[src/rtl/gds_pkg.sv]
// gds_pkg: shared constants, types and register codes for the 2x2 box downscaler
// no dependencies; imported by every module of the block except gds_ram

package gds_pkg;

    localparam int MAX_WIDTH   = 4096;
    localparam int MAX_HEIGHT  = 4096;
    localparam int LINE_DEPTH  = (MAX_WIDTH + 1) / 2;
    localparam int IDX_W       = $clog2(LINE_DEPTH);
    localparam int CNT_W       = $clog2(MAX_WIDTH > MAX_HEIGHT ? MAX_WIDTH : MAX_HEIGHT);
    localparam int DIM_W       = 13;
    localparam int PIX_W       = 8;
    localparam int SUM_W       = PIX_W + 1;
    localparam int CFG_IDX_W   = 2;
    localparam int QUEUE_DEPTH = 4;
    localparam int QPTR_W      = $clog2(QUEUE_DEPTH);
    localparam int QCNT_W      = $clog2(QUEUE_DEPTH + 1);

    localparam logic [DIM_W-1:0] WIDTH_RESET  = DIM_W'(640);
    localparam logic [DIM_W-1:0] HEIGHT_RESET = DIM_W'(480);
    localparam logic [DIM_W-1:0] WIDTH_MAX    = DIM_W'(MAX_WIDTH);
    localparam logic [DIM_W-1:0] HEIGHT_MAX   = DIM_W'(MAX_HEIGHT);
    localparam logic [DIM_W-1:0] DIM_ONE      = DIM_W'(1);

    // rounding bias for the four-pixel mean
    localparam logic [SUM_W+1:0] ROUND_BIAS = (SUM_W + 2)'(2);

    localparam logic [CFG_IDX_W-1:0] CFG_IMAGE_WIDTH  = CFG_IDX_W'(0);
    localparam logic [CFG_IDX_W-1:0] CFG_IMAGE_HEIGHT = CFG_IDX_W'(1);

    // one block command from the front to the back
    typedef struct packed {
        logic             wr;        // store pair sum in line, no result
        logic             use_line;  // add stored pair sum of row above
        logic [SUM_W-1:0] sum;       // horizontal pair sum of this row
        logic [IDX_W-1:0] idx;       // line store entry
        logic             row_end;
        logic             frame_end;
    } cmd_t;

    // clamp a size register into 1..max
    function automatic logic [DIM_W-1:0] clamp_dim(input logic [DIM_W-1:0] v,
                                                   input logic [DIM_W-1:0] maxv);
        logic [DIM_W-1:0] r;
        r = v;
        if (v == '0) begin
            r = DIM_ONE;
        end else if (v > maxv) begin
            r = maxv;
        end
        return r;
    endfunction

endpackage

[src/rtl/gds_queue.sv]
// gds_queue: short command fifo between front and back
// uses gds_pkg for cmd_t and depth constants

module gds_queue (
    input  logic          aclk,
    input  logic          aresetn,
    input  logic          push,
    input  gds_pkg::cmd_t push_cmd,
    output logic          full,
    input  logic          pop,
    output logic          not_empty,
    output gds_pkg::cmd_t head_cmd
);
    import gds_pkg::*;

    cmd_t              entry_reg [QUEUE_DEPTH];
    logic [QPTR_W-1:0] wptr_reg, wptr_next;
    logic [QPTR_W-1:0] rptr_reg, rptr_next;
    logic [QCNT_W-1:0] count_reg, count_next;

    assign full      = (count_reg == QCNT_W'(QUEUE_DEPTH));
    assign not_empty = (count_reg != '0);
    assign head_cmd  = entry_reg[rptr_reg];

    always_comb begin
        wptr_next  = push ? wptr_reg + QPTR_W'(1) : wptr_reg;
        rptr_next  = pop ? rptr_reg + QPTR_W'(1) : rptr_reg;
        count_next = count_reg + QCNT_W'(push) - QCNT_W'(pop);
    end

    always_ff @(posedge aclk) begin
        if (push) begin
            entry_reg[wptr_reg] <= push_cmd;
        end
    end

    always_ff @(posedge aclk) begin
        if (!aresetn) begin
            wptr_reg  <= '0;
            rptr_reg  <= '0;
            count_reg <= '0;
        end else begin
            wptr_reg  <= wptr_next;
            rptr_reg  <= rptr_next;
            count_reg <= count_next;
        end
    end

    a_no_overflow: assert property (@(posedge aclk) disable iff (!aresetn)
        push |-> (!full || pop))
        else $error("command pushed into full queue");

    a_no_underflow: assert property (@(posedge aclk) disable iff (!aresetn)
        pop |-> not_empty)
        else $error("command popped from empty queue");

    a_count_track: assert property (@(posedge aclk) disable iff (!aresetn)
        (push && !pop) |=> (count_reg == $past(count_reg) + QCNT_W'(1)))
        else $error("queue fill count lost a push");

    a_count_range: assert property (@(posedge aclk) disable iff (!aresetn)
        count_reg <= QCNT_W'(QUEUE_DEPTH))
        else $error("queue fill count beyond depth");

endmodule

[config.mk]
export PLATFORM = sky130hd
export DESIGN_NAME = gds_queue
export DESIGN_NICKNAME = d
export VERILOG_FILES = /design/src/rtl/gds_pkg.sv /design/src/rtl/gds_queue.sv
export SDC_FILE = /design/constraint.sdc
export NUM_CORES = 1
export LEC_CHECK = 0
export ABC_AREA = 1
export BUFFER_PORTS_ARGS = -buffer_cell sky130_fd_sc_hd__buf_2
export CAP_MARGIN = 0
export CORE_MARGIN = 2
export CORE_UTILIZATION = 60
export CTS_BUF_LIST = sky130_fd_sc_hd__clkbuf_8
export CTS_CLUSTER_SIZE = 28
export DETAILED_ROUTE_END_ITERATION = 6
export PLACE_DENSITY = 0.8
export SLEW_MARGIN = 20
export SYNTH_ARGS = -nofsm -noshare
export SYNTH_HDL_FRONTEND = slang
export SYNTH_SLANG_ARGS = --single-unit
[constraint.sdc]
create_clock -name aclk -period 1.8 [get_ports aclk]
set_input_delay 0.18 -clock aclk [delete_from_list [all_inputs] [get_ports aclk]]
set_output_delay 0.18 -clock aclk [all_outputs]
set_load 0.02 [all_outputs]
Word level (Yosys, flattened, before mapping)
Memory sizes are Yosys's and may differ from the RTL's. A register that Yosys moved wholly into a read port is not among the register bits.
Cells that the tools add are included.
Word-level totals
  logic and storage cells: 14
  output and inout port bits: 26
  memories kept: 1
  bits in registers: 7
  bits in writable memories: 96
Memories
  entry_reg: words 4, width 24, read ports 1, clocked after memory_dff 1, wr ports 1, RTL line gds_queue.sv:16  | cmd_t entry_reg [QUEUE_DEPTH];
Operators by class
  multiplexer cells: 4
  eq/ne operators: 1
  add/subtract/negate cells: 4
  reductions and logical operators: 1
Operators with widths (count)
  $add A2 B1 Y2 const B: 2
  $mux W2: 2
  $add A3 B1 Y3: 1
  $eq A3 B3 Y1 const B: 1
  $reduce_bool A3 Y1: 1
  $sub A3 B1 Y3: 1
  $mux W1: 2

Logic depth before layout (Yosys ltp)
  depth after elaboration: 3
  depth in mapped cells: 8
  mapped depth without buffers: 8

Worst setup path after synthesis
OpenSTA, ideal clock, no wires.
  path type: register to register
  start: register count_reg[0]
  end: register count_reg[2]
  arrival: 1.345 ns
  slack: 0.340 ns
  cell stages (with the launch flop): 8
  required time: 1.685 ns
  buffers on the path: 0
  path through: dfxtp_1 -> inv_1 -> ha_1 -> inv_1 -> ha_1 -> fa_1 -> a21oi_1 -> nor2_1
Between the ends
  cells in the longest elaborated chain, start to end: 2
RTL lines
  start, declared: RTL line gds_queue.sv:19  | logic [QCNT_W-1:0] count_reg, count_next;
  start signal, assigned: RTL line gds_queue.sv:45  | count_reg <= count_next;
  $add A3 B1 Y3: RTL line gds_queue.sv:28  | count_next = count_reg + QCNT_W'(push) - QCNT_W'(pop);
  $sub A3 B1 Y3: RTL line gds_queue.sv:28
Every way passes these cells.
A chain may end at the register's enable or synchronous reset.

==> metrics.md <==
| Metric | Value |
|---|---|
| Starting Density | `between 60% and 70%` |
| Final Hold Fails | `0` |
| TritonCTS buffer count | `9` |
| Post-DRT Antenna Nets | `0` |
| Fmax | `around 600 MHz` |
| Final setup margin | `0.1578 ns` |
| Syn avg cell area | `~13 um2` |
| Crit. End Element | `output pin` |
| Max_cap viols | `0` |
| Yosys reg bits | `105` |
| Fin. max-slew vios | `0` |
| Synth warnings | `0` |
| Initial antenna violation count | `1` |
| Syn Nets | `370` |
| Worst Hold Depth | `1` |
| Die width | `about 89 um` |
| R2R Path End | `count_reg[2]$_SDFF_PN0_` |
| Placer Congestion | `around 0.75` |
| Clock buffer depth | `2` |
| Clock skew | `0.007022 ns` |
| Post-CTS Setup Inserts | `0` |
| CORE AREA | `6869 um2` |
| Routed WL per cell | `14.35 um` |
| VDD IR-drop max | `~0.63 mV` |
| Pwr dens | `about 1000 nW/um2` |
| CTS root buf | `clkbuf_8` |
| Post-synth cell types | `18` |
| Slew @ Worst Pin | `0.2495 ns` |
| Port Buffers | `53` |
| Leakage | `a little under 2 nW` |
| Vias | `about 2.5k` |
| Dpl cells | `between 400 and 500` |
| Status | `finished, final reports clean` |
| Skew-Pair Late Insertion Delay | `approximately 0.34 ns` |
| GRT Util Overall | `a little under a fifth` |
| DRC | `0` |
| Setup CP Type | `reg -> out` |
| Vias per Instance | `~5.0` |
| TritonCTS clock tree | `built` |
| Worst Path Required | `1.62 ns` |
| Post-synth top area cell | `edfxtp_1` |
| RSZ-0062 raised after global routing | `no` |
| Die Y | `about 89 um` |
| Cells after Synth | `335` |
| Top cell type's share of synthesized area | `66.98%` |
| # clock sinks | `approximately 110` |
| Worst r2r src | `count_reg[0]$_SDFF_PN0_` |
| Pin count of the biggest net entering global routing | `97` |
| Critical-path maximum fanout | `between 40 and 50` |
| # setup viols final | `0` |
| TNS Setup | `0 ns` |
| Min Hold Slack | `~0.041 ns` |
| Reg2reg setup slack | `between 0.2 and 0.3 ns` |
| # rows | `30` |
| Htree depth | `3` |
| Slew margin rel. | `about 83%` |
| Area delta synth->final | `14.65%` |
| Initial DRC Count | `192` |
| Final wirelength | `approximately 7100 um` |
| Register area share after synthesis | `about 71%` |
| Largest cells by area after synthesis | `edfxtp_1, inv_1, nand2_1` |
| Worst-path clk slew | `0.09 ns` |
| Final nets | `425` |
| Grt total ovfl | `0` |
| Post-Syn Area | `4304 um2` |
| Tmin final | `about 1.6 ns` |
| Pre-CTS setup slack | `roughly 0.28 ns` |
| Largest register FFs | `96` |
| Vias in the first global route | `about 2.3k` |
| Final Cycle Share | `91.23%` |
| Hold Path Class | `in -> reg` |
| CP arrival | `approximately 1.5 ns` |
| First-pass GRT wire length | `roughly 11,000 um` |
| Hold Crit Endpoint | `entry_reg[0][21]$_DFFE_PP_` |
| Die ar. | `between 7000 and 8000 um2` |
| First drt pass iteration count | `4` |
| Hold_sp | `push_cmd[21]` |
| R2R depth | `7` |
| Crit start category | `register` |
| Fin cells | `between 400 and 500` |
| Post-DP HPWL | `approximately 4000 um` |
| Share of layout cells above drive strength 1 | `a little under a quarter` |
| I/O Pins | `54` |
[per-layer routing]
layer	vias to the layer above	part of all wire [%]	wire length, um	global-route usage [%]
met1	1155	43	3034	22.54
met5	-	0	0	0
met2	48	51	3590	30.94
met4	0	0.89	63	7.989
met3	4	5.3	373	5.597
li1	1254	-	-	-
[how the worst max path moves through the flow]
stage | cells after the start | to | slack [ns] | start
3_3_place_gp | 7 | count_reg[2]$_SDFF_PN0_ | 0.32 | count_reg[0]$_SDFF_PN0_
4_1_cts | 5 | head_cmd[22] | 0.06 | register
5_1_grt | 5 | head_cmd[11] | 0.05 | register
6_report | 5 | head_cmd[11] | 0.16 | register
2_1_floorplan | 7 | count_reg[2]$_SDFF_PN0_ | 0.34 | count_reg[0]$_SDFF_PN0_
3_5_place_dp | 7 | count_reg[2]$_SDFF_PN0_ | 0.28 | count_reg[0]$_SDFF_PN0_
[placed cells by master (no fill, tap or decap), types with 4 or more instances in the layout]
cell and count:
a21oi_1 30, buf_12 5, buf_2 53, clkbuf_8 9, dfxtp_1 7, edfxtp_1 96
ha_1 6, inv_1 63, nand2_1 58, o211ai_1 8, o211ai_2 16, o21ai_0 24
o21ai_1 4
[synth_stat cells]
master,number
a21oi_1,30
buf_2,3
buf_4,1
buf_6,7
clkbuf_1,4
clkbuf_4,1
dfxtp_1,9
edfxtp_1,96
fa_1,1
ha_1,6
inv_1,63
nand2_1,58
nand3_1,2
nor2_1,2
o211ai_1,8
o211ai_2,16
o21ai_0,24
o21ai_1,4
[through the flow]
step                      util (%)  power [mW]  cell area, um2
after global routing         71.80       5.181            4932
after global placement       68.29       3.503            4691
final                        71.84       4.966            4935
after detailed placement     68.29       3.527            4691
after floorplan                  -       3.311            4304
after CTS                    71.33       4.982            4900
[cells by family (layout without fill, tap and decap cells)]
logic type / after synthesis / count (layout) / share of synthesized area (%)
adders and majority gates: 7 / 7 / 2.209
buffers and inverters: 79 / 139 / 8.372
AOI/OAI and AO/OA: 82 / 82 / 12.79
other: 0 / 1 / 0
and+or+nand+nor: 62 / 62 / 5.465
DFF: 105 / 105 / 71.16
[power by group]
group / switching [mW] / internal (mW)
Sequential: 0.0379 / 2.78
Clock: 0.709 / 0.770
Combinational: 0.439 / 0.228
Total: 1.19 / 3.78
[timing repair]
item,4_1_cts,5_1_grt
gates resized for setup,0,1
endpoints found under the setup margin,0,8
hold buffers,0,0
[cell type report]
type | count | area (um2)
Antenna cell | 1 | 2.502
Clock buffer | 9 | 123.9
Multi-Input combinational cell | 151 | 880.8
Sequential cell | 105 | 3068
Clock inverter | 7 | 85.08
Tap cell | 96 | 120.1
Fill cell | 475 | 1934
Timing Repair Buffer | 60 | 417.9
Inverter | 63 | 236.5
[worst max-delay path: stages (launching register included)]
cell and delay [ns]:
dfxtp_4 0.38, buf_16 0.19, a21oi_1 0.19, o21ai_0 0.10, nand2_1 0.09, buf_2 0.17
Power figures use the tool's default switching activity.
