File: src/rtl/gds_pkg.sv
// gds_pkg: shared constants, types and register codes for the 2x2 box downscaler
// no dependencies; imported by every module of the block except gds_ram

package gds_pkg;

    localparam int MAX_WIDTH   = 4096;
    localparam int MAX_HEIGHT  = 4096;
    localparam int LINE_DEPTH  = (MAX_WIDTH + 1) / 2;
    localparam int IDX_W       = $clog2(LINE_DEPTH);
    localparam int CNT_W       = $clog2(MAX_WIDTH > MAX_HEIGHT ? MAX_WIDTH : MAX_HEIGHT);
    localparam int DIM_W       = 13;
    localparam int PIX_W       = 8;
    localparam int SUM_W       = PIX_W + 1;
    localparam int CFG_IDX_W   = 2;
    localparam int QUEUE_DEPTH = 4;
    localparam int QPTR_W      = $clog2(QUEUE_DEPTH);
    localparam int QCNT_W      = $clog2(QUEUE_DEPTH + 1);

    localparam logic [DIM_W-1:0] WIDTH_RESET  = DIM_W'(640);
    localparam logic [DIM_W-1:0] HEIGHT_RESET = DIM_W'(480);
    localparam logic [DIM_W-1:0] WIDTH_MAX    = DIM_W'(MAX_WIDTH);
    localparam logic [DIM_W-1:0] HEIGHT_MAX   = DIM_W'(MAX_HEIGHT);
    localparam logic [DIM_W-1:0] DIM_ONE      = DIM_W'(1);

    // rounding bias for the four-pixel mean
    localparam logic [SUM_W+1:0] ROUND_BIAS = (SUM_W + 2)'(2);

    localparam logic [CFG_IDX_W-1:0] CFG_IMAGE_WIDTH  = CFG_IDX_W'(0);
    localparam logic [CFG_IDX_W-1:0] CFG_IMAGE_HEIGHT = CFG_IDX_W'(1);

    // one block command from the front to the back
    typedef struct packed {
        logic             wr;        // store pair sum in line, no result
        logic             use_line;  // add stored pair sum of row above
        logic [SUM_W-1:0] sum;       // horizontal pair sum of this row
        logic [IDX_W-1:0] idx;       // line store entry
        logic             row_end;
        logic             frame_end;
    } cmd_t;

    // clamp a size register into 1..max
    function automatic logic [DIM_W-1:0] clamp_dim(input logic [DIM_W-1:0] v,
                                                   input logic [DIM_W-1:0] maxv);
        logic [DIM_W-1:0] r;
        r = v;
        if (v == '0) begin
            r = DIM_ONE;
        end else if (v > maxv) begin
            r = maxv;
        end
        return r;
    endfunction

endpackage

File: src/rtl/gds_front.sv
// gds_front: accepts pixels, keeps size registers and raster counters,
// classifies each pixel and issues block commands; uses gds_pkg

module gds_front (
    input  logic                         aclk,
    input  logic                         aresetn,
    input  logic                         s_valid,
    output logic                         s_ready,
    input  logic [gds_pkg::PIX_W-1:0]    s_pixel_in,
    input  logic                         cfg_valid,
    output logic                         cfg_ready,
    input  logic [gds_pkg::CFG_IDX_W-1:0] cfg_index,
    input  logic [gds_pkg::DIM_W-1:0]    cfg_data,
    input  logic                         q_full,
    output logic                         q_push,
    output gds_pkg::cmd_t                q_cmd
);
    import gds_pkg::*;

    logic [DIM_W-1:0] width_reg, width_next;
    logic [DIM_W-1:0] height_reg, height_next;
    logic [CNT_W-1:0] col_reg, col_next;
    logic [CNT_W-1:0] row_reg, row_next;
    logic [PIX_W-1:0] left_reg, left_next;

    logic [DIM_W-1:0] w_eff, h_eff;
    logic             last_col, last_row, odd_col, odd_row, accept;
    logic [SUM_W-1:0] sum;

    assign cfg_ready = 1'b1;
    assign s_ready   = !q_full;
    assign accept    = s_valid && s_ready;

    assign w_eff    = clamp_dim(width_reg, WIDTH_MAX);
    assign h_eff    = clamp_dim(height_reg, HEIGHT_MAX);
    assign last_col = ({1'b0, col_reg} + DIM_ONE) >= w_eff;
    assign last_row = ({1'b0, row_reg} + DIM_ONE) >= h_eff;
    assign odd_col  = col_reg[0];
    assign odd_row  = row_reg[0];
    // lone last pixel of an odd width counts doubled
    assign sum = odd_col ? ({1'b0, left_reg} + {1'b0, s_pixel_in}) : {s_pixel_in, 1'b0};

    always_comb begin
        q_cmd.wr        = !odd_row && !last_row;
        q_cmd.use_line  = odd_row;
        q_cmd.sum       = sum;
        q_cmd.idx       = col_reg[CNT_W-1:1];
        q_cmd.row_end   = last_col;
        q_cmd.frame_end = last_col && last_row;
        q_push          = accept && (odd_col || last_col);
    end

    always_comb begin
        width_next  = width_reg;
        height_next = height_reg;
        col_next    = col_reg;
        row_next    = row_reg;
        left_next   = left_reg;
        if (cfg_valid) begin
            unique case (cfg_index)
                CFG_IMAGE_WIDTH:  width_next  = cfg_data;
                CFG_IMAGE_HEIGHT: height_next = cfg_data;
                default: ;
            endcase
        end
        if (accept) begin
            if (!odd_col && !last_col) begin
                left_next = s_pixel_in;
            end
            if (last_col) begin
                col_next = '0;
                row_next = last_row ? '0 : row_reg + CNT_W'(1);
            end else begin
                col_next = col_reg + CNT_W'(1);
            end
        end
    end

    always_ff @(posedge aclk) begin
        if (!aresetn) begin
            width_reg  <= WIDTH_RESET;
            height_reg <= HEIGHT_RESET;
            col_reg    <= '0;
            row_reg    <= '0;
            left_reg   <= '0;
        end else begin
            width_reg  <= width_next;
            height_reg <= height_next;
            col_reg    <= col_next;
            row_reg    <= row_next;
            left_reg   <= left_next;
        end
    end

endmodule

File: config.mk
export PLATFORM = sky130hd
export DESIGN_NAME = gds_front
export DESIGN_NICKNAME = d
export VERILOG_FILES = /design/src/rtl/gds_pkg.sv /design/src/rtl/gds_front.sv
export SDC_FILE = /design/constraint.sdc
export NUM_CORES = 1
export LEC_CHECK = 0
export BUFFER_PORTS_ARGS = -buffer_cell sky130_fd_sc_hd__clkbuf_2
export CORE_ASPECT_RATIO = 0.7
export CORE_MARGIN = 2
export CORE_UTILIZATION = 45
export CTS_BUF_LIST = sky130_fd_sc_hd__clkbuf_2
export CTS_CLUSTER_DIAMETER = 80
export DETAILED_ROUTE_END_ITERATION = 7
export HOLD_SLACK_MARGIN = 0.1
export PLACE_DENSITY_LB_ADDON = 0.12
export SYNTH_ARGS = -nofsm -noshare
export SYNTH_HDL_FRONTEND = slang
export SYNTH_SLANG_ARGS = --single-unit
File: constraint.sdc
create_clock -name aclk -period 5 [get_ports aclk]
set_clock_uncertainty 0.2 [all_clocks]
set_input_delay 1.25 -clock aclk [delete_from_list [all_inputs] [get_ports aclk]]
set_output_delay 1.25 -clock aclk [all_outputs]
set_load 0.05 [all_outputs]
Word level (Yosys, flattened, before mapping)
Index checks and enable logic that the tools add are counted.
{ "totals": {"register_bits": 58, "out_inout_bits": 27, "wordCells": 40} }
{ "op_classes": {"addsub": 5, "magnitude_cmp": 4, "eq_ne": 1, "mux": 7, "n_reduce_logical": 18} }
{ "ops": {"columns": ["cell", "n"], "rows": [
  ["2-to-1 mux 13 bit", 4],
  ["adder 12 x 1 -> 13 bit, second input constant", 2],
  [">= comparator 13 bit", 2],
  ["greater-than comparator 13 bit, second input constant", 2],
  ["logical NOT 13 bit", 2],
  ["adder 12 x 1 -> 12 bit, second input constant", 2],
  ["2-to-1 mux 12 bit", 2],
  ["adder 8 x 8 -> 9 bit", 1],
  ["2-to-1 mux 9 bit", 1],
  ["AND reduction 2 bit", 4],
  ["logical AND 1 bit", 5],
  ["logical NOT 1 bit", 5],
  ["equality test 2 x 1 -> 1 bit, second input constant", 1],
  ["logical NOT 2 bit", 1],
  ["logical OR 1 bit", 1]
]} }

Longest topological paths before layout
{ "logic_depth": {"depth_word": 7, "mapped_depth": 14, "ltp_nobuf": 14} }

Least setup slack after synthesis
Ideal clock, no wire load.
{ "synth_timing": {"kind": "input -> output", "from": "input s_pixel_in[0] (netlist name)", "to": "output q_cmd[21] (netlist name)", "t_arrival_ps": 3673, "t_required_ps": 3550, "slack_ps": -123, "path_stages": 9, "n_path_buf": 0, "path_cell_list": "ha_1 inv_1 fa_1 nor2b_1 o21ai_0 a21boi_1 nor3_1 o21a_1 o31ai_1"} }
{ "synth_rtl": {"columns": ["item", "line", "text"], "rows": [
  ["start, declared", "gds_front.sv:9", "input logic [gds_pkg::PIX_W-1:0] s_pixel_in,"],
  ["end, declared", "gds_front.sv:16", "output gds_pkg::cmd_t q_cmd"]
]} }

Worst setup path after layout
{ "layout_timing": {"from": "register col_reg[0]", "to": "output q_push"} }
{ "layout_via": {"elab_chain_cells": 4} }
{ "layout_lines": {"columns": ["item", "line", "text"], "rows": [
  ["start, declared", "gds_front.sv:22", "logic [CNT_W-1:0] col_reg, col_next;"],
  ["start signal, assigned", "gds_front.sv:89", "col_reg <= col_next;"],
  ["adder 12 x 1 -> 13 bit", "gds_front.sv:36", "assign last_col = ({1'b0, col_reg} + DIM_ONE) >= w_eff;"],
  [">= comparator 13 bit", "gds_front.sv:36", null],
  ["logical OR 1 bit (*)", "gds_front.sv:50", "q_push = accept && (odd_col || last_col);"],
  ["logical AND 1 bit (*)", "gds_front.sv:50", null],
  ["end, declared", "gds_front.sv:15", "output logic q_push,"]
]} }
Every way passes the cells marked *; elsewhere a longest branch is shown, timed or not.

==> impl_results.md <==
* Initial antenna violation count at 0
* DRC violations left at 0
* Internal power at 703.7 µW
* Final worst-path cycle share at 0.9467
* Die extent in y at 81.33 µm
* Area of the core at 8373 µm²
* Min cycle time layout at 4733 ps
* Initial Util at 0.4591
* Reg-to-reg endpoint: row_reg[0]
* Sequential fraction of the synthesis area at 0.3021
* Routed via count at 3455
* Nets at 604
* FILL cells at 840
* Final ANT Viol Nets at 0
* Post-synth EDFFs at 0
* Clock root cell: clkbuf_2
* Port Buf Inserts at 53
* Routed wire per std cell at 14.21 µm
* Max IR drop VDD at 0.2390 mV
* Die Width at 114.5 µm
* Seq pwr share at 0.469
* Largest family of logic cells by synthesized area: simple AND/OR/NAND/NOR gates
* Synth-to-Final Area Change at 12.04%
* Max-cap violations at 0
* Worst-path clk slew at 190 ps
* Comb pwr share at 0.168
* Total iterations of the first detailed-routing run at 5
* CP startpoint kind: register
* Full die area at 9309 µm²
* Drt via density at 5.324
* Fin. Hold Viols at 0
* Final HPWL DP at 6.801 mm
* Worst setup EP type: output port
* Syn Nets at 565
* Reg2Reg Depth at 12
* PnR Total Power at 1.037 mW
* Antenna cells at 0
* Crit-path max FO at 7
* Path type of the worst setup path: reg -> out
* Share of cells above drive strength 1 at 0.1838
* Bufs on Longest Clock Path at 2
* Leak at 1.938 nW
* Design Area, Final at 4307 µm²
* Mux cell area share after synthesis at 0.01139
* Number of global-route vias before repair at 3145
* Final setup fails at 0
* Switching Share at 0.3216
* Outcome: complete, no violations
* Yosys cell types at 56
* Critical Path AT at 3280 ps
* Total track usage at 0.2095
* Yosys reg bits at 58
* GRT overflow at 0
* Main synth FF type: dfxtp_1
* FP Rows at 28
* CTS buffer count at 9
* Sw Pwr at 333.6 µW
* Pwr dens at 240.9 nW/µm²
* Fmax at 211.3 MHz
* Hold crit path type: reg -> reg
* Global-route wire length before repair at 15.29 mm
* CTS sink count at 58
* DR iter-0 viols at 252
* Worst endpoint required time at 3550 ps
* Synth Area in Compound Gates at 0.1755
* Mapped Cells at 500
* CTS tree: yes
* Clk_lat worst skew at 530 ps
* Clock Power Share at 0.363
* Post-Syn Area at 3844 µm²
* Routability cong. at 0.8672
* Slew Viols, Final at 0
* CP startpoint: col_reg[0]
* Ys Warns at 0
* Cts-stage hold buffer count at 0
* Worst-margin pin slew at 768.8 ps
* Most frequent cells in the layout: nand2_1, clkbuf_2, dfxtp_1
* Final Hold Slack at 276.3 ps
* Commonest non-fill, non-tap cell in the layout: nand2_1
* Crit path to: q_push
* Syn_area_per_cell at 7.687 µm²
* # IOs at 55
* H-tree depth at 3
* Area share of fa/ha/maj cells after synthesis at 0.1224
* Largest net degree at the start of global routing at 33
* Worst slew margin at 0.4856
* Post-Synth Simple-Gate Area at 0.2728
* Reg-to-reg setup timing slack at 1210 ps
* Total wire length at 9.223 mm
* Placed cell area at 4121 µm²
* Worst r2r src: row_reg[0]
* Setup TNS at 0 ps
* Share of flip-flops with an asynchronous set or reset at 0
* Synth Area in XOR/XNOR at 0.05241
[critical path, cell delays in order (launching register included)]
cell and delay [ps]:
dfxtp_2 410, ha_2 230, nand3_1 100, nor2_2 140
and3_4 230, nand3_4 90, xnor2_1 150, ha_1 340
nand4_1 150, or2_1 290, o21a_4 260, a21oi_1 150
buf_4 220
[metrics by stage]
step / std cells / utilization / worst slack [ps]
2_1_floorplan: 500 / - / 243.0
3_3_place_gp: 632 / 0.4922 / 348.9
3_5_place_dp: 632 / 0.4922 / 308.7
4_1_cts: 648 / 0.5103 / 11.17
5_1_grt: 649 / 0.5143 / -3.756
6_report: 649 / 0.5143 / 266.6
[cell families (layout without fill, tap and decap cells)]
kind of cell	after synthesis	in the layout
DFF	58	58
adders and majority gates	37	37
other	1	1
muxes	4	4
and+or+nand+nor	216	216
xor gates and xnor gates	23	23
buffers and inverters	49	93
AOI/OAI and AO/OA	112	112
[what timing repair did]
action | 4_1_cts | 5_1_grt
endpoints found under the hold margin | 0 | 0
setup endpoints to repair | 2 | 4
setup buffers | 0 | 1
gates cloned | 0 | 0
resized for setup | 2 | 12
[metal layers]
| layer | global-route usage | vias to the layer above | wire, µm |
|---|---|---|---|
| met4 | 0.05244 | 0 | 64 |
| li1 | - | 1826 | - |
| met5 | 0 | - | 0 |
| met3 | 0.05746 | 6 | 496 |
| met1 | 0.3071 | 1550 | 4898 |
| met2 | 0.3018 | 73 | 3762 |
[cell usage after synthesis (all sizes together), types with 2 or more instances]
cell | instances | share of area
a21o | 5 | 0.0098
a21oi | 42 | 0.055
a22o | 10 | 0.023
a31oi | 6 | 0.011
and2 | 3 | 0.0049
and3 | 6 | 0.012
and4b | 3 | 0.0078
buf | 18 | 0.032
clkbuf | 16 | 0.016
dfxtp | 58 | 0.30
ha | 36 | 0.12
inv | 15 | 0.015
mux2 | 3 | 0.0088
nand2 | 110 | 0.11
nand2b | 3 | 0.0049
nand3 | 32 | 0.049
nand3b | 2 | 0.0039
nand4 | 5 | 0.0081
nor2 | 21 | 0.023
nor2b | 6 | 0.0098
nor3 | 10 | 0.013
nor4 | 5 | 0.0081
o2111ai | 2 | 0.0046
o21a | 5 | 0.010
o21ai | 33 | 0.043
o31ai | 3 | 0.0059
or3 | 2 | 0.0033
or4 | 2 | 0.0039
xnor2 | 11 | 0.025
xor2 | 12 | 0.027
[final cells by class]
class,instances,area (µm²),area share
clock buffers,9,45.04,0.01046
clock inverters,7,101.3,0.02353
inverters,15,56.30,0.01307
multi-input cells,393,2465,0.5723
flip-flops and latches,58,1167,0.2711
well taps,105,131.4,0.03051
repair buffers,62,340.3,0.07902
[power by group through the flow]
stage / Clock [mW] / Combinational, mW / Sequential [mW]
after global placement: 0 / 0.171 / 0.496
after floorplan: 0 / 0.127 / 0.493
after detailed placement: 0 / 0.173 / 0.496
after CTS: 0.390 / 0.174 / 0.487
final: 0.377 / 0.174 / 0.486
after global routing: 0.412 / 0.196 / 0.488
[worst min path at each step]
stage / startpoint / end / slack (ps) / cells after the start
6_report: left_reg[5] / left_reg[5] / 280 / 2
5_1_grt: left_reg[3] / left_reg[3] / 310 / 2
2_1_floorplan: height_reg[0] / height_reg[0] / 240 / 2
4_1_cts: left_reg[5] / left_reg[5] / 280 / 2
3_3_place_gp: left_reg[4] / left_reg[4] / 250 / 2
3_5_place_dp: width_reg[0] / width_reg[0] / 260 / 2
Note: power is estimated with default switching activity, not from simulation.
